<file path="config.mk">
export PLATFORM = sky130hd
export DESIGN_NAME = atbs_queue
export DESIGN_NICKNAME = d
export VERILOG_FILES = /design/src/rtl/core/atbs_pkg.sv /design/src/rtl/core/atbs_queue.sv
export SDC_FILE = /design/constraint.sdc
export NUM_CORES = 1
export LEC_CHECK = 0
export ABC_CLOCK_PERIOD_IN_PS = 1600
export BUFFER_PORTS_ARGS = -buffer_cell sky130_fd_sc_hd__buf_2
export CAP_MARGIN = 20
export CORE_MARGIN = 1.5
export CORE_UTILIZATION = 35
export DETAILED_ROUTE_END_ITERATION = 10
export SYNTH_ARGS = -nofsm -noshare
export SYNTH_HDL_FRONTEND = slang
export SYNTH_SLANG_ARGS = --single-unit
</file>
<file path="constraint.sdc">
create_clock -name clk -period 1.6 [get_ports clk]
set_clock_uncertainty 0.15 [all_clocks]
set_input_delay 0.24 -clock clk [delete_from_list [all_inputs] [get_ports clk]]
set_output_delay 0.24 -clock clk [all_outputs]
set_load 0.05 [all_outputs]
</file>
<file path="src/rtl/core/atbs_pkg.sv">
// Shared types, constants and arithmetic helpers for the bull's-eye scanner.
`timescale 1ns / 1ps

package atbs_pkg;

  // Configuration register indexes
  localparam logic [1:0] CFG_IMAGE_WIDTH  = 2'd0;
  localparam logic [1:0] CFG_IMAGE_HEIGHT = 2'd1;
  localparam logic [1:0] CFG_MAX_UNIT     = 2'd2;

  // Configuration reset values
  localparam logic [12:0] IMAGE_WIDTH_RST  = 13'd640;
  localparam logic [12:0] IMAGE_HEIGHT_RST = 13'd480;
  localparam logic [7:0]  MAX_UNIT_RST     = 8'd80;

  // Frame and row limits
  localparam logic [12:0] MIN_DIM    = 13'd3;
  localparam logic [12:0] MAX_HEIGHT = 13'd4096;

  // Running sum
  localparam logic [12:0] SUM_INIT = 13'd128;

  // Reciprocal multipliers: floor(x/30) for x < 8192, floor(y/60) for y < 16384
  localparam logic [13:0] DIV30_MUL   = 14'd8739;
  localparam int          DIV30_SHIFT = 18;
  localparam logic [14:0] DIV60_MUL   = 15'd17477;
  localparam int          DIV60_SHIFT = 20;

  // Threshold ratio 0.975 as 39/40
  localparam logic [13:0] TH_GRAY_MUL = 14'd40;
  localparam logic [13:0] TH_THR_MUL  = 14'd39;

  // Run counters saturate here
  localparam logic [11:0] RUN_MAX = 12'd4095;

  // Input queue
  localparam int QUEUE_DEPTH = 4;
  localparam int QUEUE_AW    = 2;

  // Per-row run-length machine
  typedef enum logic [1:0] {
    RUN_WHITE  = 2'd0,
    RUN_BLACK1 = 2'd1,
    RUN_GAP    = 2'd2,
    RUN_BLACK2 = 2'd3
  } run_level_t;

  // Control bits that travel with each pixel
  typedef struct packed {
    logic frame_start;
    logic row_first;
  } pix_flags_t;

  localparam int FLAGS_W = $bits(pix_flags_t);

  function automatic logic [8:0] div30(input logic [12:0] x);
    logic [26:0] p;
    p = 27'(x) * 27'(DIV30_MUL);
    return 9'(p >> DIV30_SHIFT);
  endfunction

  function automatic logic [8:0] div60(input logic [13:0] y);
    logic [28:0] p;
    p = 29'(y) * 29'(DIV60_MUL);
    return 9'(p >> DIV60_SHIFT);
  endfunction

  function automatic logic [11:0] sat_inc(input logic [11:0] v);
    return (v < RUN_MAX) ? v + 12'd1 : RUN_MAX;
  endfunction

  function automatic logic [12:0] used_height(input logic [12:0] h);
    logic [12:0] r;
    r = h;
    if (h < MIN_DIM) begin
      r = MIN_DIM;
    end else if (h > MAX_HEIGHT) begin
      r = MAX_HEIGHT;
    end
    return r;
  endfunction

  // Advance a row index, wrapping after the last row of the frame
  function automatic logic [11:0] next_row(input logic [11:0] row, input logic [12:0] h);
    logic [12:0] inc;
    inc = 13'(row) + 13'd1;
    return (inc >= h) ? 12'd0 : inc[11:0];
  endfunction

endpackage

</file>
<file path="src/rtl/core/atbs_queue.sv">
// Short FIFO that decouples the pixel front end from the threshold back end.
`timescale 1ns / 1ps

module atbs_queue #(
  parameter int DW = 8
) (
  input  logic          clk,
  input  logic          rst_n,
  input  logic          push,
  input  logic [DW-1:0] push_data,
  output logic          full,
  input  logic          pop,
  output logic [DW-1:0] pop_data,
  output logic          empty
);

  logic [DW-1:0]                 data_r [atbs_pkg::QUEUE_DEPTH];
  logic [atbs_pkg::QUEUE_AW-1:0] wr_ptr_r, wr_ptr_nxt;
  logic [atbs_pkg::QUEUE_AW-1:0] rd_ptr_r, rd_ptr_nxt;
  logic [atbs_pkg::QUEUE_AW:0]   count_r, count_nxt;

  assign full     = (count_r == (atbs_pkg::QUEUE_AW + 1)'(atbs_pkg::QUEUE_DEPTH));
  assign empty    = (count_r == '0);
  assign pop_data = data_r[rd_ptr_r];

  // Move pointers and occupancy
  always_comb begin
    wr_ptr_nxt = push ? wr_ptr_r + atbs_pkg::QUEUE_AW'(1) : wr_ptr_r;
    rd_ptr_nxt = pop ? rd_ptr_r + atbs_pkg::QUEUE_AW'(1) : rd_ptr_r;
    count_nxt  = count_r;
    if (push && !pop) begin
      count_nxt = count_r + (atbs_pkg::QUEUE_AW + 1)'(1);
    end else if (pop && !push) begin
      count_nxt = count_r - (atbs_pkg::QUEUE_AW + 1)'(1);
    end
  end

  always_ff @(posedge clk) begin
    if (!rst_n) begin
      wr_ptr_r <= '0;
      rd_ptr_r <= '0;
      count_r  <= '0;
    end else begin
      wr_ptr_r <= wr_ptr_nxt;
      rd_ptr_r <= rd_ptr_nxt;
      count_r  <= count_nxt;
    end
  end

  // Store the pushed word
  always_ff @(posedge clk) begin
    if (push) begin
      data_r[wr_ptr_r] <= push_data;
    end
  end

endmodule

</file>
---- Word-level counts from Yosys, hierarchy flattened ----
Memories as Yosys holds them, arrays and structs flattened. A register that Yosys moved wholly into a read port is not among the register bits.
Index checks and enable logic that the tools add are counted.
Widths: inputs -> output; s select.
word-level totals
  flip-flop bits (word level) ............. 7
  bits in writable memories ............... 32
  output and inout bits ................... 10
  word-level logic and storage cells ...... 21
  memories kept ........................... 1
memories
  name    words  bits a word  rd ports  clocked after Yosys merged registers in  wr ports  RTL line          source
  data_r  4      8            1         1                                        1         atbs_queue.sv:17  logic [DW-1:0] data_r [atbs_pkg::QUEUE_DEPTH];
operators by class
  add/sub/neg operators ................... 4
  eq/ne operators ......................... 1
  muxes and demuxes ....................... 6
  reductions and logical operators ........ 6
operators with widths
  kind                 count
  $mux 3               2
  $add 2x1->2 const B  2
  $mux 2               2
  $add 3x1->3 const B  1
  $eq 3x3->1 const B   1
  $logic_not 3->1      1
  $sub 3x1->3 const B  1
  $logic_and 1x1->1    2
  $logic_not 1->1      2
  $mux 1               2
  $reduce_bool 2->1    1

---- Depth between registers and ports, before layout ----
Gate-level depths: netlist of the first run.
  word-level depth ........................ 4
  gate-level depth with buffers ........... 7

---- Worst setup path before layout of the first run ----
OpenSTA, ideal clock, no wires.
  path kind ............................... flip-flop to output port
  from .................................... reg count_r[1] (netlist bit)
  to ...................................... out full
  arrival time ............................ 1502 ps
  setup slack ............................. -292 ps
  cell stages (with the launch flop) ...... 2
  path buffers ............................ 0
  cells stage by stage .................... dfxtp_1 > nor3b_1
on the way
  word-level cells in the longest chain between the ends .. 1
ends and longest elaborated chain
  element                 RTL line          source
  from (decl)             atbs_queue.sv:20  logic [atbs_pkg::QUEUE_AW:0] count_r, count_nxt;
  from (signal assigned)  atbs_queue.sv:46  count_r <= count_nxt;
  $eq 3x3->1              atbs_queue.sv:22  assign full = (count_r == (atbs_pkg::QUEUE_AW + 1)'(atbs_pkg::QUEUE_DEPTH));
  to (decl)               atbs_queue.sv:11  output logic full,
Every way passes these cells.

==> results of run 1 <==
[sequential cells by signal, summed over array words and instances, names as in the netlist, named ones only]
signal	count
data_r	32
count_r	3
rd_ptr_r	2
wr_ptr_r	2
[final cells by class]
type                            instances  share of cell area [%]
Inverter                                4                   0.947
Tap cell                               52                    3.08
Sequential cell                        41                    54.1
Multi-Input combinational cell         38                    22.3
Clock buffer                            5                    3.26
Timing Repair Buffer                   35                    14.1
Clock inverter                          3                    2.19
[layer usage]
layer	vias to the layer above	GRT usage, %	routed length, um
met4	0	4.40	40
met3	4	4.13	118
met2	19	19.6	1350
met5	-	0	0
met1	400	15.1	1120
li1	397	-	-
[cells in the mapped netlist]
cell / count
mux4_2: 8
clkbuf_2: 1
nor3_1: 1
xnor2_1: 2
mux2i_1: 2
dfxtp_1: 9
nor3b_1: 1
nor2b_1: 2
xor2_1: 3
o21ai_0: 1
inv_1: 4
a21boi_1: 1
and2_1: 9
edfxtp_1: 32
nand2_1: 1
or3_1: 1
fa_1: 1
ha_1: 5
buf_6: 1
[stage by stage]
| step | setup TNS, ns | utilization (%) | hold WS [ns] | worst slack [ns] | instance area (sq um) |
|---|---|---|---|---|---|
| finish | -1.86 | 48.2 | 0.0112 | -0.241 | 2110 |
| global route | -2.40 | 48.2 | 0.00472 | -0.319 | 2110 |
| detailed placement | -0.197 | 43.7 | 0.309 | -0.175 | 1920 |
| CTS | -2.02 | 47.6 | 0.00322 | -0.265 | 2090 |
| floorplan | 0 | - | 0.189 | 0.00379 | 1630 |
| global placement | -0.150 | 43.7 | 0.301 | -0.150 | 1920 |
[critical path: cells and delay by family, from the launching register on]
kind	cells	cell delay [ns]
flip-flops	1	0.34
buffers and inverters	2	0.31
multiplexers	1	0.51
[cells by family (layout without fill, tap and decap cells)]
kind of cell	Yosys count	after routing	synth area share [%]
compound gates	2	2	0.781
flops	41	41	71.2
mux	10	10	12.5
simple gates	15	15	5.70
buf+inv	6	47	1.95
xor+xnor	5	5	2.73
fa+ha+maj	6	6	5.15
[final timing paths]
| path | from | endpoint | slack (ns) | cells after the start |
|---|---|---|---|---|
| setup reg to reg | count_r[0] | count_r[2] | 0.07 | 4 |
| setup / recovery | flip-flop | pop_data[3] | -0.24 | 3 |
| hold reg to reg | count_r[2] | count_r[2] | 0.42 | 2 |
| hold / removal | push_data[4] | data_r[3][4] | 0.01 | 1 |
[cell usage in the layout, fill, tap and decap left out, types with 2 or more instances in the layout]
cell type and n:
and2_1 9, buf_12 2, buf_2 11, buf_4 12, buf_6 10, clkbuf_8 5
dfxtp_1 7, dfxtp_2 2, edfxtp_1 32, ha_1 4, inv_1 2, mux2i_1 2
mux4_2 8, nor2b_1 2, xnor2_1 2, xor2_1 3
[power groups by stage]
| stage | logic (mW) | clock network (mW) | registers (mW) |
|---|---|---|---|
| 2_1_floorplan | 0.333 | 0 | 1.27 |
| 3_3_place_gp | 0.475 | 0 | 1.27 |
| 3_5_place_dp | 0.488 | 0 | 1.27 |
| 4_1_cts | 0.536 | 0.842 | 1.25 |
| 5_1_grt | 0.601 | 0.889 | 1.26 |
| 6_report | 0.561 | 0.820 | 1.25 |
[what timing repair did]
| item | 4_1_cts | 5_1_grt |
|---|---|---|
| pin swaps | 0 | 2 |
| hold endpoints to repair | 0 | 0 |
| endpoints found under the setup margin | 9 | 11 |
| hold buffers | 0 | 0 |
| resized for setup | 18 | 8 |
==> impl_metrics.yaml, run 1 <==
outcome:
  status: "complete, but fails checks"
  violations: "negative setup slack"
pwr:
  p_leak_nw: 0.783
  p_int_mw: 1.94
  powerDensity_nw_per_um2: 1250
  p_sw_mw: 0.694
  comb_power_share_pct: 21.3
  p_clk_share_pct: 31.2
  switching_share_pct: 26.4
  ir_worst_vdd_mv: 0.511
  p_seq_share_pct: 47.5
  power_mw: 2.63
synth:
  synth_area_sq_um: 1600
  avgSynthCellArea_sq_um: 18.9
  yosys.area.top_type: "edfxtp_1"
  ys_ff_latch: 41
  synth_top_area_share_pct: 60.0
  syn_nets: 103
  synthDistinctLibCells: 19
  yosysWarnings: 0
  synthTopCellsByArea: "edfxtp_1 60%, dfxtp_1 11%, mux4_2 11%"
  synthCells: 85
  synth_seq_area_share_pct: 71.2
timing:
  worst_slew_pin_slew_ns: 0.203
  setup_ws_ns: -0.241
  post-route-period-util_pct: 115
  rsz0062_at_grt: "true"
  relSlewSlack_pct: 86.3
  hold_viol_final: 0
  period_needed_ns: 1.84
  drv_slew: 0
  setup_viol: 8
  fmax_mhz: 543
clock_network:
  numCtsBuffers: 5
  insertion_delay_ns: 0.29
  cts_sinks: 41
  cts_max_path_buffers: 2
  cts-root-buf: "clkbuf_8"
  cts_max_level: 2
  path_clk_slew_ns: 0.08
  tritoncts: "built"
  postCtsSetupBuffers: 0
die:
  rows: 24
  ios: 22
  coreArea_sq_um: 4380
  initial_core_util_pct: 36.6
  die_x_um: 70.7
  die-area_sq_um: 4990
  die_h_um: 70.7
cells_and_area:
  antennaDiodeCount: 0
  regArea_sq_um: 1140
  drive_gt1_share_pct: 47.6
  multi_input_area_sq_um: 472
  syn_to_final_growth_pct: 31.9
  fill_cells: 385
  final_cells: 178
  final_nets: 143
placed_design:
  gp_congestion: 0.674
  io_buffers: 21
  placedCellCount: 170
  hpwl_mm: 1.96
setup_path:
  crit_chain: "buf_12, mux4_2, buf_6"
  crit_path_max_incr_delay_ns: 0.51
  required_ns: 1.21
  cp_max_fo: 8
  worstSetupStartpointType: "flip-flop"
  crit_type: "reg -> out"
  worstPathArrival_ns: 1.45
  slowest_stage: "mux4_2"
  endpoint_kind: "output pin"
grt:
  grt_pass1_vias: 887
  antenna_found_initial: 0
  overflow: 0
  grt_use_total_pct: 12.1
  grt_max_degree: 15
  grt_pass1_wl_mm: 4.46
worst_hold_path:
  holdCritPathClass: "in -> reg"
route:
  drt-total-wl_mm: 2.63
  first_pass_iters: 4
  drc: 0
  drtIter0Drc: 37
  ant_nets: 0
  wl_per_cell_um: 14.8
  via_count: 820
  via_per_inst: 4.61
flow_run:
  drv_cap: 0
Power figures use the tool's default switching activity.
==> inputs of run 2 (changes only) <==
--- a/config.mk
+++ b/config.mk
@@ -5,7 +5,7 @@
 export SDC_FILE = /design/constraint.sdc
 export NUM_CORES = 1
 export LEC_CHECK = 0
-export ABC_CLOCK_PERIOD_IN_PS = 1600
+export ABC_CLOCK_PERIOD_IN_PS = 2400
 export BUFFER_PORTS_ARGS = -buffer_cell sky130_fd_sc_hd__buf_2
 export CAP_MARGIN = 20
 export CORE_MARGIN = 1.5
==> constraint.sdc (replaced) <==
create_clock -name clk -period 2.4 [get_ports clk]
set_clock_uncertainty 0.15 [all_clocks]
set_input_delay 0.36 -clock clk [delete_from_list [all_inputs] [get_ports clk]]
set_output_delay 0.36 -clock clk [all_outputs]
set_load 0.05 [all_outputs]
==> run 2 against run 1 <==
  * The run now ends clean
  * Worst setup slack gained 0.41 ns
  * First-iteration DRC count shrank 2.7%
  * Utilization is 5.5 points lower
  * Non-clock buffer count down 13
  * Clock-buffer cell count grew 1
  * Routed wire length is 3.5% lower
  * Critical path type unchanged
  * Combinational power shrank 52%
  * Largest power group unchanged
  * Final cell count shrank 7.3%
  * Final area decreased by 11%
==> impl_metrics.yaml, run 2 (synthesized netlist as in run 1, its figures left out) <==
outcome:
  status: "finished, final reports clean"
setup_path:
  slowest_stage: "mux4_2"
  required_ns: 1.89
  r2r_cells: 4
  worstPathArrival_ns: 1.72
  reg2reg_to: "count_r[2]"
  worstSetupStartpointType: "flip-flop"
  reg2reg_from: "count_r[0]"
  r2r_slack_ns: 0.70
  crit_path_max_incr_delay_ns: 0.50
  endpoint_kind: "output pin"
  crit_chain: "buf_4, mux4_2, buf_2"
  cp_max_fo: 5
  crit_type: "reg -> out"
placed_design:
  placed_area_sq_um: 1760
  placedCellCount: 157
  gp_congestion: 0.707
  io_buffers: 21
  hpwl_mm: 1.77
cells_and_area:
  final_nets: 130
  reg_top3: "data_r: 32 flops, count_r: 3 flops"
  largest_register_ffs: 32
  fill_cells: 395
  fin_area_sq_um: 1870
  multi_input_area_sq_um: 430
  final_cells: 165
  drive_gt1_share_pct: 31.9
  final_cell_mix: "32 x edfxtp_1, 21 x buf_2, 9 x and2_1, 9 x dfxtp_1, 8 x mux4_2"
  regArea_sq_um: 1140
  top_register: "data_r"
  antennaDiodeCount: 0
  syn_to_final_growth_pct: 16.7
  layout_commonest_cell: "edfxtp_1"
timing:
  fin_setup_tns_ns: 0
  drv_slew: 0
  worst_slew_pin_slew_ns: 0.445
  setup_viol: 0
  relSlewSlack_pct: 70.3
  rsz0062_at_grt: "false"
  holdWs_ns: 0.133
  fmax_mhz: 448
  period_needed_ns: 2.23
  post-route-period-util_pct: 93.0
  hold_viol_final: 0
route:
  via_per_inst: 4.58
  drtIter0Drc: 36
  drt-total-wl_mm: 2.54
  via_count: 755
  ant_nets: 0
  wl_per_cell_um: 15.4
  first_pass_iters: 4
  drc: 0
clock_network:
  cts_max_path_buffers: 2
  insertion_delay_ns: 0.28
  tritoncts: "built"
  cts_max_level: 2
  path_clk_slew_ns: 0.08
  numCtsBuffers: 5
  holdBufCountCts: 0
  cts_sinks: 41
  cts_resized: 0
  postCtsSetupBuffers: 0
  cts-root-buf: "clkbuf_8"
grt:
  grt_use_total_pct: 11.2
  grt_max_degree: 13
  antenna_found_initial: 0
  grt_pass1_vias: 870
  overflow: 0
  grt_pass1_wl_mm: 4.08
die:
  rows: 24
  die_h_um: 70.7
  initial_core_util_pct: 36.6
  coreArea_sq_um: 4380
  die_x_um: 70.7
  ios: 22
  die-area_sq_um: 4990
pwr:
  ir_worst_vdd_mv: 0.418
  powerDensity_nw_per_um2: 873
  p_leak_nw: 0.683
  power_mw: 1.63
worst_hold_path:
  holdCritPathClass: "in -> reg"
  min_from: "push_data[0]"
  whs_endpoint: "data_r[1][0]"
  min_path_cells: 1
flow_run:
  drv_cap: 0
-- run 2: worst max-delay path by stage --
stage                    start     endpoint  slack [ns]  depth (start not counted)
global route         flip-flop  pop_data[3]        0.09                          3
CTS                  flip-flop  pop_data[0]        0.12                          3
global placement           pop   count_r[2]        0.45                          8
finish               flip-flop  pop_data[3]        0.17                          3
floorplan           count_r[1]         full        0.39                          1
detailed placement         pop   count_r[2]        0.41                          8
-- run 2: final cells by class --
type / instances / area share (%)
Sequential cell: 41 / 61.0
Multi-Input combinational cell: 38 / 23.0
Timing Repair Buffer: 22 / 6.02
Clock buffer: 6 / 3.88
Tap cell: 52 / 3.48
Clock inverter: 2 / 1.81
Inverter: 4 / 0.803
-- run 2: per-stage QoR --
| stage | util (%) | setup slack [ns] |
|---|---|---|
| 2_1_floorplan | - | 0.388 |
| 3_3_place_gp | 40.2 | 0.450 |
| 3_5_place_dp | 40.2 | 0.409 |
| 4_1_cts | 42.7 | 0.122 |
| 5_1_grt | 42.7 | 0.0921 |
| 6_report | 42.7 | 0.168 |
-- run 2: per-layer routing --
metal	routed length (um)	up-vias	track usage, %
met5	0	-	0
met4	31	0	5.03
met3	153	5	4.27
met2	1210	25	18.4
met1	1140	355	13.0
li1	-	370	-
-- run 2: power breakdown --
group	switching (mW)	internal [mW]	total (mW)
Combinational	0.175	0.0932	0.268
Clock	0.218	0.307	0.525
Sequential	0.0293	0.811	0.840
Total	0.422	1.21	1.63
-- run 2: worst max-delay path: cells and delay by family (launching register included) --
family | cells | cell delay (ns)
buffers and inverters | 2 | 0.45
flip-flops | 1 | 0.48
multiplexers | 1 | 0.50
