`src/rtl/core/atbs_pkg.sv`:
```
// Shared types, constants and arithmetic helpers for the bull's-eye scanner.
`timescale 1ns / 1ps

package atbs_pkg;

  // Configuration register indexes
  localparam logic [1:0] CFG_IMAGE_WIDTH  = 2'd0;
  localparam logic [1:0] CFG_IMAGE_HEIGHT = 2'd1;
  localparam logic [1:0] CFG_MAX_UNIT     = 2'd2;

  // Configuration reset values
  localparam logic [12:0] IMAGE_WIDTH_RST  = 13'd640;
  localparam logic [12:0] IMAGE_HEIGHT_RST = 13'd480;
  localparam logic [7:0]  MAX_UNIT_RST     = 8'd80;

  // Frame and row limits
  localparam logic [12:0] MIN_DIM    = 13'd3;
  localparam logic [12:0] MAX_HEIGHT = 13'd4096;

  // Running sum
  localparam logic [12:0] SUM_INIT = 13'd128;

  // Reciprocal multipliers: floor(x/30) for x < 8192, floor(y/60) for y < 16384
  localparam logic [13:0] DIV30_MUL   = 14'd8739;
  localparam int          DIV30_SHIFT = 18;
  localparam logic [14:0] DIV60_MUL   = 15'd17477;
  localparam int          DIV60_SHIFT = 20;

  // Threshold ratio 0.975 as 39/40
  localparam logic [13:0] TH_GRAY_MUL = 14'd40;
  localparam logic [13:0] TH_THR_MUL  = 14'd39;

  // Run counters saturate here
  localparam logic [11:0] RUN_MAX = 12'd4095;

  // Input queue
  localparam int QUEUE_DEPTH = 4;
  localparam int QUEUE_AW    = 2;

  // Per-row run-length machine
  typedef enum logic [1:0] {
    RUN_WHITE  = 2'd0,
    RUN_BLACK1 = 2'd1,
    RUN_GAP    = 2'd2,
    RUN_BLACK2 = 2'd3
  } run_level_t;

  // Control bits that travel with each pixel
  typedef struct packed {
    logic frame_start;
    logic row_first;
  } pix_flags_t;

  localparam int FLAGS_W = $bits(pix_flags_t);

  function automatic logic [8:0] div30(input logic [12:0] x);
    logic [26:0] p;
    p = 27'(x) * 27'(DIV30_MUL);
    return 9'(p >> DIV30_SHIFT);
  endfunction

  function automatic logic [8:0] div60(input logic [13:0] y);
    logic [28:0] p;
    p = 29'(y) * 29'(DIV60_MUL);
    return 9'(p >> DIV60_SHIFT);
  endfunction

  function automatic logic [11:0] sat_inc(input logic [11:0] v);
    return (v < RUN_MAX) ? v + 12'd1 : RUN_MAX;
  endfunction

  function automatic logic [12:0] used_height(input logic [12:0] h);
    logic [12:0] r;
    r = h;
    if (h < MIN_DIM) begin
      r = MIN_DIM;
    end else if (h > MAX_HEIGHT) begin
      r = MAX_HEIGHT;
    end
    return r;
  endfunction

  // Advance a row index, wrapping after the last row of the frame
  function automatic logic [11:0] next_row(input logic [11:0] row, input logic [12:0] h);
    logic [12:0] inc;
    inc = 13'(row) + 13'd1;
    return (inc >= h) ? 12'd0 : inc[11:0];
  endfunction

endpackage

```
`src/rtl/core/atbs_front.sv`:
```
// Front end: accepts pixel words, tracks row and serpentine column, tags row starts.
`timescale 1ns / 1ps

module atbs_front #(
  parameter int MAX_WIDTH = 4096
) (
  input  logic                       clk,
  input  logic                       rst_n,
  input  logic [12:0]                cfg_image_width,
  input  logic [12:0]                cfg_image_height,
  input  logic                       in_valid,
  output logic                       in_stall,
  input  logic [7:0]                 in_gray,
  input  logic                       in_frame_start,
  input  logic                       q_full,
  output logic                       q_push,
  output logic [7:0]                 item_gray,
  output logic [11:0]                item_row,
  output logic [$clog2(MAX_WIDTH)-1:0] item_col,
  output atbs_pkg::pix_flags_t       item_flags
);

  localparam int CW = $clog2(MAX_WIDTH);
  localparam int WW = $clog2(MAX_WIDTH + 1);
  localparam int EW = (WW > 13) ? WW : 13;

  logic [CW-1:0] step_r, step_nxt, step_cur;
  logic [11:0]   row_r, row_nxt, row_cur;
  logic [EW-1:0] w_ext;
  logic [WW-1:0] w;
  logic [12:0]   h;
  logic [WW-1:0] step_inc;
  logic          accept;

  // Clamp the width register to the supported range
  always_comb begin
    w_ext = EW'(cfg_image_width);
    if (w_ext < EW'(3)) begin
      w_ext = EW'(3);
    end else if (w_ext > EW'(MAX_WIDTH)) begin
      w_ext = EW'(MAX_WIDTH);
    end
    w = WW'(w_ext);
    h = atbs_pkg::used_height(cfg_image_height);
  end

  assign in_stall = q_full;
  assign accept   = in_valid && !q_full;
  assign q_push   = accept;

  // Resolve this pixel's row and step, then the position of the next one
  always_comb begin
    if (in_frame_start) begin
      row_cur  = 12'd0;
      step_cur = '0;
    end else if (WW'(step_r) >= w) begin
      row_cur  = atbs_pkg::next_row(row_r, h);
      step_cur = '0;
    end else begin
      row_cur  = row_r;
      step_cur = step_r;
    end

    step_inc = WW'(step_cur) + WW'(1);
    if (step_inc >= w) begin
      step_nxt = '0;
      row_nxt  = atbs_pkg::next_row(row_cur, h);
    end else begin
      step_nxt = CW'(step_inc);
      row_nxt  = row_cur;
    end

    item_gray              = in_gray;
    item_row               = row_cur;
    item_col               = row_cur[0] ? CW'(w - WW'(1) - WW'(step_cur)) : step_cur;
    item_flags.frame_start = in_frame_start;
    item_flags.row_first   = (step_cur == '0);
  end

  // Advance position counters on each accepted word
  always_ff @(posedge clk) begin
    if (!rst_n) begin
      step_r <= '0;
      row_r  <= 12'd0;
    end else if (accept) begin
      step_r <= step_nxt;
      row_r  <= row_nxt;
    end
  end

endmodule

```
`config.mk`:
```
export PLATFORM = sky130hd
export DESIGN_NAME = atbs_front
export DESIGN_NICKNAME = d
export VERILOG_FILES = /design/src/rtl/core/atbs_pkg.sv /design/src/rtl/core/atbs_front.sv
export SDC_FILE = /design/constraint.sdc
export NUM_CORES = 1
export LEC_CHECK = 0
export BUFFER_PORTS_ARGS = -buffer_cell sky130_fd_sc_hd__buf_4
export CORE_ASPECT_RATIO = 1.75
export CORE_MARGIN = 2
export CORE_UTILIZATION = 46
export DETAILED_ROUTE_END_ITERATION = 6
export PLACE_DENSITY = 0.77
export SETUP_SLACK_MARGIN = 0.5
export SYNTH_ARGS = -nofsm -noshare
export SYNTH_HDL_FRONTEND = slang
export SYNTH_SLANG_ARGS = --single-unit
```
`constraint.sdc`:
```
create_clock -name clk -period 8.9 [get_ports clk]
set_input_delay 0.445 -clock clk [delete_from_list [all_inputs] [get_ports clk]]
set_output_delay 0.445 -clock clk [all_outputs]
set_load 0.02 [all_outputs]
```
# ---- Yosys cells after proc, flatten, opt, wreduce, memory -nomap -nowiden
# Cells that the tools add are included.
dict set report word_totals {
  register_bits 24
  in_bits 39
}
dict set report op_classes {
  add_sub_neg 5
  n_lt_le_gt_ge 8
  muxes 13
  reduce_logical 3
}
# operator n
set ops {}
lappend ops {{two-way mux 12 bit} 9}
lappend ops {{two-way mux 13 bit} 4}
lappend ops {{adder 12 x 1 -> 13 bit (second input constant)} 3}
lappend ops {{greater-or-equal comparator 13 bit} 3}
lappend ops {{greater-than comparator 13 bit (second input constant)} 2}
lappend ops {{< comparator 13 x 2 -> 1 bit (second input constant)} 2}
lappend ops {{greater-or-equal comparator 12 x 13 -> 1 bit} 1}
lappend ops {{zero test 12 bit} 1}
lappend ops {{subtractor 12 x 1 -> 12 bit (second input constant)} 1}
lappend ops {{subtractor 12 bit} 1}
lappend ops {{logical AND 1 bit} 1}
lappend ops {{zero test 1 bit} 1}

# ---- Longest topological paths before layout
# Gate-level depths: netlist of the first run.
dict set report depth {
  word_depth 11
  mapped_depth 30
  depth_no_buf 29
}

# ---- Worst setup path before layout of the first run
# OpenSTA, ideal clock, no wires.
dict set report synth_timing {
  path_kind {reg-to-reg}
  from {reg row_r[0]}
  to {reg row_r[10]}
  arrival_ns 6.597
  required_time_ns 8.820
  path_slack_ns 2.224
  stages_incl_launch_ff 29
  path_buffers 1
  synth_period_minus_slack_ns 6.676
  path_cell_list {dfxtp_1 ha_1 clkbuf_1 nand3_1 nor3_1 xor2_1 ha_1 a211o_1 o211ai_1 o2111ai_1 a211o_1 nor3_1 a21oi_1 nor2_1 ha_1 inv_1 a211oi_1 nand2_1 nor3_1 xor2_1 ha_1 a21o_1 a21o_1 a211oi_1 o311a_1 nand2_1 or3_1 or4_1 o211ai_1}
}
dict set report synth_between {
  elab_chain_cells 9
}
# item line
set synth_lines {}
lappend synth_lines {{start: declaration} atbs_front.sv:28} ;# logic [11:0] row_r, row_nxt, row_cur;
lappend synth_lines {{start signal: assignment} atbs_front.sv:87} ;# row_r <= row_nxt;
lappend synth_lines {{adder 12 x 1 -> 13 bit} atbs_pkg.sv:86} ;# inc = 13'(row) + 13'd1;
lappend synth_lines {{greater-or-equal comparator 13 bit} atbs_pkg.sv:87} ;# return (inc >= h) ? 12'd0 : inc[11:0];
lappend synth_lines {{two-way mux 12 bit} atbs_pkg.sv:87}
lappend synth_lines {{two-way mux 12 bit *} atbs_front.sv:56} ;# end else if (WW'(step_r) >= w) begin
lappend synth_lines {{two-way mux 12 bit *} atbs_front.sv:53} ;# if (in_frame_start) begin
lappend synth_lines {{named net item_row[0]} atbs_front.sv:18} ;# output logic [11:0] item_row,
lappend synth_lines {{adder 12 x 1 -> 13 bit *} atbs_pkg.sv:86}
lappend synth_lines {{greater-or-equal comparator 13 bit} atbs_pkg.sv:87}
lappend synth_lines {{two-way mux 12 bit *} atbs_pkg.sv:87}
lappend synth_lines {{two-way mux 12 bit *} atbs_front.sv:65} ;# if (step_inc >= w) begin
# Mark *: on every way through the listed nets, which the timed path passes. The rest lies on a longest branch.
# A chain may end at the register's enable or synchronous reset.

# ---- Worst setup path in the final report of the first run
dict set report layout_timing {
  from {reg row_r[0]}
  to {reg row_r[10]}
}
dict set report layout_between {
  elab_chain_cells 9
}
# item line
set layout_lines {}
lappend layout_lines {{adder 12 x 1 -> 13 bit} atbs_pkg.sv:86}
lappend layout_lines {{greater-or-equal comparator 13 bit} atbs_pkg.sv:87}
lappend layout_lines {{two-way mux 12 bit} atbs_pkg.sv:87}
lappend layout_lines {{two-way mux 12 bit *} atbs_front.sv:56}
lappend layout_lines {{two-way mux 12 bit *} atbs_front.sv:53}
lappend layout_lines {{adder 12 x 1 -> 13 bit} atbs_pkg.sv:86}
lappend layout_lines {{greater-or-equal comparator 13 bit} atbs_pkg.sv:87}
lappend layout_lines {{two-way mux 12 bit} atbs_pkg.sv:87}
lappend layout_lines {{two-way mux 12 bit *} atbs_front.sv:65}
# Every way passes the cells marked *; elsewhere a longest branch is shown, timed or not.

==> results.yml, run 1 <==
floorplanning:
  core_area_um2: 9040
  start_util: 0.469
  die_h_um: 131
  die_area_um2: 10000
  fp.dieW_um: 76.5
  ios: 75
  num_rows: 46
critical_path:
  arrival_ns: 7.64
  endpoint_kind: "register"
  worst-path-max-fanout: 22
  r2r_slack_ns: 1.45
  slowest_stage: "dfxtp_1"
  crit_top_cell: "ha_1"
  crit_required_ns: 9.09
  r2r-start: "row_r[0]$_SDFFE_PN0P_"
  worstReg2RegEnd: "row_r[10]$_SDFFE_PN0P_"
  reg2reg_depth: 28
  cp_slowest_stage_delay_ns: 0.49
  crit_type: "register to register"
  crit_path_start_kind: "register"
sta:
  relSlewSlack: 0.175
  post-route-period-util: 0.837
  rsz0062_at_grt: "false"
  worst_slack_ns: 1.45
  slew_viol_final: 0
  setup_viol: 0
  final.setup.tns_ns: 0
  hold_viol: 0
  fin_skew_ns: 0.00460
  fmax_mhz: 134
  holdWs_ns: 0.506
  worst_pin_slew_ns: 1.24
  min_period_ns: 7.45
synthesis:
  postSynthAreaPerCell_um2: 7.23
  synth-adder-area-share: 0.199
  synth_xor_area_frac: 0.0765
  syn_inst: 586
  synth_seq_area_share: 0.113
  syn_nets: 690
  synth_top_family_by_area: "compound AO/OA/AOI/OAI gates"
  ys_ff_latch: 24
  synth_compound_area_frac: 0.269
  synth_edf_count: 0
  yosys_warnings: 0
  ys.flop_type: "dfxtp_1"
  synthesis.area_um2: 4240
  async_reset_ff_frac: 0
  yosys.cell_types.count: 69
  synthMuxAreaShare: 0.0145
  synthSimpleGateAreaFrac: 0.260
clock_network:
  numCtsBuffers: 3
  clk_path_buf_depth: 2
  root_buffer: "clkbuf_16"
  clk_pin_slew_ns: 0.06
  cts-hold-fix-buffers: 0
  cts_resized: 0
  numClockSinks: 24
  cts_tree: "yes"
  cts_setup_buffers: 0
  h-tree-depth: 1
  clk_latency_ns: 0.27
power_and_ir_drop:
  ir_drop_mv: 0.0667
  power_density_nw_per_um2: 79.9
  leakage_nw: 2.22
  finalPower_uw: 383
min_path:
  whs_path_depth: 2
  hold_class: "register to register"
  whs_endpoint: "step_r[0]$_SDFFE_PN0P_"
  hold_start: "step_r[0]$_SDFFE_PN0P_"
placement:
  numPortBuffers: 58
  place_inst: 740
  place_ws_ns: 1.47
  post_dp_cell_area_um2: 4710
  post-dp-hpwl_mm: 11.1
  gp_congestion: 0.963
cells_and_area:
  layout_commonest_cell: "nand2_1"
  fillerInstances: 909
  utilization: 0.530
  final_cell_mix: "75 x nand2_1, 64 x ha_1, 63 x buf_4"
  area_delta_synth_final_pct: 13.0
  num_antenna_cells: 0
  final_area_um2: 4790
  fin_nets: 729
  instances_no_fill: 743
  drive_above_1_share: 0.136
global_routing:
  antenna_found_initial: 0
  grt_pass1_vias: 4654
  grt_pass1_wl_mm: 22.1
  overflow: 0
  grt_max_degree: 27
  grtUsageTotal: 0.274
route:
  initialDrtViolationCount: 493
  drc_errors: 1
  dr.pass1.iters: 7
  via_per_inst: 6.41
  drt_wl_total_mm: 13.8
  detail-route-antenna-nets: 0
  vias: 4764
  routedWlPerCell_um: 18.6
outcome:
  status: "finished, violations left"
  violations: "design-rule violations"
flow_run:
  maxCapViolations: 0
-- worst max-delay path: cells and delay by family (launching register included) --
| kind | cells | cell delay, ns |
|---|---|---|
| compound gates | 11 | 2.68 |
| buf+inv | 2 | 0.33 |
| flops | 1 | 0.49 |
| fa+ha+maj | 4 | 1.26 |
| xor+xnor | 2 | 0.25 |
| simple gates | 9 | 2.36 |
-- routing by layer --
| layer | global-route usage | vias to the layer above | share of wire |
|---|---|---|---|
| met5 | 0 | - | 0 |
| met3 | 0.0165 | 67 | 0.048 |
| li1 | - | 2240 | - |
| met2 | 0.550 | 223 | 0.54 |
| met4 | 0.176 | 0 | 0.065 |
| met1 | 0.269 | 2234 | 0.35 |
-- cell usage after synthesis (all sizes together) (8+ instances only) --
cell type	n	area, µm²
a21oi	53	269
nand3	27	135
xor2	13	114
nor4	12	105
nand4	11	68.8
nor3	13	65.1
ha	64	801
dfxtp	24	480
xnor2	24	210
nand2	76	293
o31ai	8	60.1
o21ai	24	120
nor2	46	173
inv	37	139
a21o	14	105
buf	11	78.8
clkbuf	18	67.6
-- power breakdown --
part	internal, mW	switching, mW
Sequential	0.111	0.00657
Combinational	0.0638	0.0995
Clock	0.0597	0.0420
-- registers in the layout, indices dropped and copies added, names as in the netlist --
name / cells
row_r: 12
step_r: 12
-- logic make-up after synthesis --
group / count (synthesis)
buffers and inverters: 67
AO/OA/AOI/OAI: 163
AND/OR/NAND/NOR: 222
XOR/XNOR: 37
adder cells (fa/ha/maj): 67
flip-flops: 24
multiplexers: 6
-- how the worst max path moves through the flow --
stage | start | cells after the start | to | slack (ns)
global route | row_r[0]$_SDFFE_PN0P_ | 28 | row_r[10]$_SDFFE_PN0P_ | 0.97
finish | row_r[0]$_SDFFE_PN0P_ | 28 | row_r[10]$_SDFFE_PN0P_ | 1.45
CTS | row_r[0]$_SDFFE_PN0P_ | 28 | row_r[10]$_SDFFE_PN0P_ | 1.53
global placement | cfg_image_width[11] | 24 | row_r[10]$_SDFFE_PN0P_ | 1.64
detailed placement | cfg_image_width[11] | 24 | row_r[10]$_SDFFE_PN0P_ | 1.47
floorplan | row_r[0]$_SDFFE_PN0P_ | 28 | row_r[10]$_SDFFE_PN0P_ | 2.22
-- final cells by class --
cell class / instances / area, µm² / share of cell area
Sequential cell: 24 / 480 / 0.100
Multi-Input combinational cell: 495 / 3470 / 0.724
Tap cell: 120 / 150 / 0.0314
Clock buffer: 3 / 75.1 / 0.0157
Timing Repair Buffer: 63 / 473 / 0.0988
Inverter: 38 / 143 / 0.0298
Note: power is estimated with default switching activity, not from simulation.
==> run 2: changes to the inputs <==
- PLACE_DENSITY: 0.77 -> 0.79
- clock period: 8.9 -> 6.1 ns (I/O delays scaled with it)
==> run 2 against run 1 <==
Die area unchanged; via count rose by 13%; maximum frequency up 22%; flip-flop and latch count unchanged; routed wire length is 22% higher; non-clock buffer count grew 85; count of clock-buffer cells in the layout up 1; highest routed layer unchanged; critical endpoint unchanged; largest power group unchanged; register-to-register slack worse by 1.5 ns; clock power grew 59%; sequential power grew 44%; the flow finishes with violations (negative setup slack); utilization is 13 points higher; design area rose by 25%.
==> results.yml, run 2 (synthesis gave the netlist of run 1 again) <==
route:
  via_per_inst: 6.49
  detail-route-antenna-nets: 0
  routedWlPerCell_um: 20.3
  drc_errors: 0
  vias: 5377
  drt_wl_total_mm: 16.8
  initialDrtViolationCount: 340
  dr.pass1.iters: 6
clock_network:
  numClockSinks: 24
  numCtsBuffers: 3
  clk_pin_slew_ns: 0.06
  root_buffer: "clkbuf_16"
  clk_latency_ns: 0.27
  clk_path_buf_depth: 2
  h-tree-depth: 1
  cts_tree: "yes"
floorplanning:
  fp.dieW_um: 76.5
  ios: 75
  num_rows: 46
  die_area_um2: 10000
  die_h_um: 131
  core_area_um2: 9040
  start_util: 0.469
cells_and_area:
  layout_commonest_cell: "buf_4"
  num_antenna_cells: 0
  final_area_um2: 5990
  fillerInstances: 710
  drive_above_1_share: 0.347
  area_delta_synth_final_pct: 41.5
  final_cell_mix: "140 x buf_4, 69 x nand2_1, 60 x ha_1"
  largestRegisters: "row_r x12, step_r x12"
  fin_nets: 814
power_and_ir_drop:
  leakage_nw: 2.80
  finalPower_uw: 649
  power_density_nw_per_um2: 108
  ir_drop_mv: 0.0983
global_routing:
  overflow: 0
  grtUsageTotal: 0.306
  grt_max_degree: 27
  grt_pass1_wl_mm: 24.8
  grt_pass1_vias: 5379
  antenna_found_initial: 0
sta:
  setup_viol: 1
  relSlewSlack: 0.414
  hold_viol: 0
  rsz0062_at_grt: "true"
  slew_viol_final: 0
  worst_pin_slew_ns: 0.879
  worst_slack_ns: -0.0257
  fin_skew_ns: 0.00358
  fmax_mhz: 163
  min_period_ns: 6.13
  post-route-period-util: 1.00
critical_path:
  worst-path-max-fanout: 5
  arrival_ns: 6.32
  crit_required_ns: 6.29
  reg2reg_depth: 28
  endpoint_kind: "register"
  crit_type: "register to register"
  crit_path_start_kind: "register"
  cp_slowest_stage_delay_ns: 0.46
  slowest_stage: "a2111oi_4"
  worstReg2RegEnd: "row_r[10]$_SDFFE_PN0P_"
  crit_top_cell: "buf_4"
  r2r-start: "row_r[4]$_SDFFE_PN0P_"
  r2r_slack_ns: -0.03
outcome:
  status: "finished, violations left"
  violations: "negative setup slack"
min_path:
  whs_path_depth: 2
  whs_endpoint: "row_r[6]$_SDFFE_PN0P_"
  hold_start: "rst_n"
  hold_class: "primary input to register"
placement:
  post_dp_cell_area_um2: 5290
  place_ws_ns: -0.240
  post-dp-hpwl_mm: 11.9
  numPortBuffers: 58
  gp_congestion: 0.953
flow_run:
  maxCapViolations: 0
-- run 2: cell types whose count changed in the layout (fill, tap and decap cells not counted), moves of 7 or more --
cell,change
buf_4,+77
a21oi_1,-10
dfxtp_1,-7
a21oi_2,+8
-- run 2: cell type report --
class / count / area (µm²) / area share
well taps: 120 / 150 / 0.0250
inverters: 38 / 148 / 0.0246
multi-input cells: 495 / 3960 / 0.660
flip-flops and latches: 24 / 494 / 0.0824
repair buffers: 148 / 1160 / 0.193
clock buffers: 4 / 88.8 / 0.0148
-- run 2: repair_timing --
item,in CTS,in global routing
pin swaps,23,30
hold buffers,0,0
setup buffers,16,15
endpoints found under the setup margin,13,23
hold endpoints to repair,0,0
resized for setup,34,49
-- run 2: how the worst max path moves through the flow --
| stage | start | end | slack [ns] | depth (start not counted) |
|---|---|---|---|---|
| 6_report | row_r[4]$_SDFFE_PN0P_ | row_r[10]$_SDFFE_PN0P_ | -0.03 | 28 |
| 3_3_place_gp | cfg_image_height[11] | row_r[10]$_SDFFE_PN0P_ | -0.03 | 28 |
| 5_1_grt | row_r[1]$_SDFFE_PN0P_ | row_r[10]$_SDFFE_PN0P_ | -0.18 | 26 |
| 4_1_cts | row_r[4]$_SDFFE_PN0P_ | row_r[10]$_SDFFE_PN0P_ | 0.39 | 27 |
| 3_5_place_dp | cfg_image_height[11] | row_r[10]$_SDFFE_PN0P_ | -0.24 | 28 |
| 2_1_floorplan | row_r[3]$_SDFFE_PN0P_ | row_r[10]$_SDFFE_PN0P_ | 0.46 | 28 |
-- run 2: routing by layer --
layer,wire (µm),vias to the layer above,GRT usage
met5,0,-,0
met4,1810,0,0.304
met3,1090,146,0.0350
met2,8660,351,0.588
met1,5250,2465,0.271
li1,-,2415,-
-- run 2: critical path: cells and delay by family (launching register included) --
family,cells,cell delay [ns]
buffers and inverters,6,0.95
xor gates and xnor gates,2,0.37
DFF,1,0.36
and+or+nand+nor,11,2.07
AOI/OAI and AO/OA,7,1.71
adders and majority gates,2,0.56
-- run 2: report_power, final --
group	switching (mW)	internal, mW	total (mW)
logic	0.183	0.134	0.317
clock network	0.0617	0.101	0.162
registers	0.00779	0.162	0.170
-- run 2: stage by stage --
step	hold slack [ns]	utilization	instances	TNS [ns]
final	0.388	0.663	829	-0.0257
after global routing	0.391	0.663	829	-0.310
after CTS	0.374	0.626	814	0
after detailed placement	0.489	0.585	794	-1.03
after global placement	0.491	0.585	794	-0.0285
after floorplan	0.454	-	586	0
==> run 3: changes to the inputs <==
- ABC_CLOCK_PERIOD_IN_PS: default -> 6100
- CORE_MARGIN: 2 -> 1
==> run 3 against run 2 <==
The run still ends with negative setup slack left; setup slack worse by 0.11 ns; first-iteration DRC count increased by 18%; clock skew rose by 0.0012 ns; combinational power is 12% higher; routed wire length rose by 12%; largest cell class unchanged.
==> results.yml, run 3 (synthesis gave the netlist of run 1 again) <==
critical_path:
  endpoint_kind: "register"
  cpLargestDelayFamily: "simple AND/OR/NAND/NOR gates"
  critPathBufInv: 3
  crit_type: "register to register"
  slowest_stage: "o211ai_1"
  reg2reg_depth: 25
  cp_num_cells: 25
  crit_path_start_kind: "register"
  crit_required_ns: 6.30
  arrival_ns: 6.43
  cp_slowest_stage_delay_ns: 0.60
  worst-path-max-fanout: 7
global_routing:
  grt_pass1_vias: 5163
  grt_pass1_wl_mm: 24.8
  antenna_found_initial: 1
  grt_max_degree: 27
  grtUsageTotal: 0.342
  overflow: 0
sta:
  hold_viol: 0
  worst_slack_ns: -0.139
  fmax_mhz: 160
  slew_viol_final: 0
  worst_pin_slew_ns: 0.917
  holdWs_ns: 0.372
  min_period_ns: 6.24
  relSlewSlack: 0.388
  setup_viol: 5
  fin_skew_ns: 0.00478
  rsz0062_at_grt: "true"
  post-route-period-util: 1.02
power_and_ir_drop:
  ir_drop_mv: 0.103
  power_density_nw_per_um2: 107
  leakage_nw: 2.96
route:
  routedWlPerCell_um: 22.1
  drt_wl_total_mm: 18.9
  vias: 5523
  drc_errors: 0
  via_per_inst: 6.45
  dr.pass1.iters: 7
  initialDrtViolationCount: 401
  detail-route-antenna-nets: 0
cells_and_area:
  fin_nets: 841
  multi_input_area_um2: 4110
  final_cell_mix: "161 x buf_4, 66 x nand2_1, 54 x ha_1"
  seqCellArea_um2: 502
  fillerInstances: 657
  area_delta_synth_final_pct: 50.9
  layout_commonest_cell: "buf_4"
  drive_above_1_share: 0.397
  num_antenna_cells: 0
  utilization: 0.712
  largestRegisters: "row_r x12, step_r x12"
floorplanning:
  ios: 75
  core_area_um2: 8980
  fp.dieW_um: 74.5
  die_area_um2: 9610
  die_h_um: 129
  num_rows: 46
  start_util: 0.472
clock_network:
  clk_latency_ns: 0.27
  cts-hold-fix-buffers: 0
  root_buffer: "clkbuf_16"
  numCtsBuffers: 3
  h-tree-depth: 1
  numClockSinks: 24
  clk_path_buf_depth: 2
  clk_pin_slew_ns: 0.07
  cts_tree: "yes"
min_path:
  whs_path_depth: 2
  hold_class: "primary input to register"
outcome:
  violations: "negative setup slack"
  status: "finished, violations left"
placement:
  post-dp-hpwl_mm: 11.9
  numPortBuffers: 58
  gp_congestion: 0.945
flow_run:
  maxCapViolations: 0
## run 3: cell types whose count changed in the layout (fill, tap and decap cells not counted), moves of 3 or more
cell     before  now
ha_4          4    8
inv_2         1    4
buf_4       140  161
nand2_1      69   66
buf_6         6   11
xor2_1       12    9
dfxtp_2       5    2
nand2_2       5    8
dfxtp_4       2    5
nor2_1       40   37
ha_1         60   54
xor2_2        1    4
## run 3: layout make-up
class / instances / share of cell area
Multi-Input combinational cell: 495 / 0.644
Timing Repair Buffer: 175 / 0.218
Sequential cell: 24 / 0.0785
Tap cell: 120 / 0.0235
Inverter: 38 / 0.0223
Clock buffer: 4 / 0.0139
## run 3: through the flow
step,setup TNS [ns],power (mW),instance area [µm²],worst slack (ns),std cells
2_1_floorplan,0,0.342,4410,0.461,586
3_3_place_gp,0,0.431,5310,0.154,796
3_5_place_dp,-0.0762,0.439,5310,-0.0762,796
4_1_cts,0,0.620,5730,0.383,827
5_1_grt,-4.42,0.711,6390,-0.506,856
6_report,-0.484,0.686,6390,-0.139,856
## run 3: layer usage
metal	track usage	share of wire	up-vias
met2	0.585	0.49	297
met5	0	0.00095	-
met3	0.0971	0.084	150
met4	0.296	0.10	2
li1	-	-	2471
met1	0.321	0.32	2603
## run 3: worst paths after layout
| kind | start | end | slack (ns) |
|---|---|---|---|
| worst max-delay path | row_r[6]$_SDFFE_PN0P_ | row_r[10]$_SDFFE_PN0P_ | -0.14 |
| worst min-delay path | rst_n | row_r[6]$_SDFFE_PN0P_ | 0.37 |
| worst min register to register | step_r[1]$_SDFFE_PN0P_ | step_r[1]$_SDFFE_PN0P_ | 0.53 |
| worst max register to register | row_r[6]$_SDFFE_PN0P_ | row_r[10]$_SDFFE_PN0P_ | -0.14 |
## run 3: power by group
part           switching, mW  total [mW]  internal, mW
clock                 0.0626       0.163         0.101
combinational          0.202       0.354         0.152
sequential           0.00831       0.169         0.161
## run 3: what timing repair did
| item | in CTS | in global routing |
|---|---|---|
| hold endpoints to repair | 0 | 0 |
| endpoints found under the setup margin | 16 | 28 |
| pin swaps | 20 | 45 |
| buffers inserted | 27 | 29 |
| resized for setup | 28 | 88 |
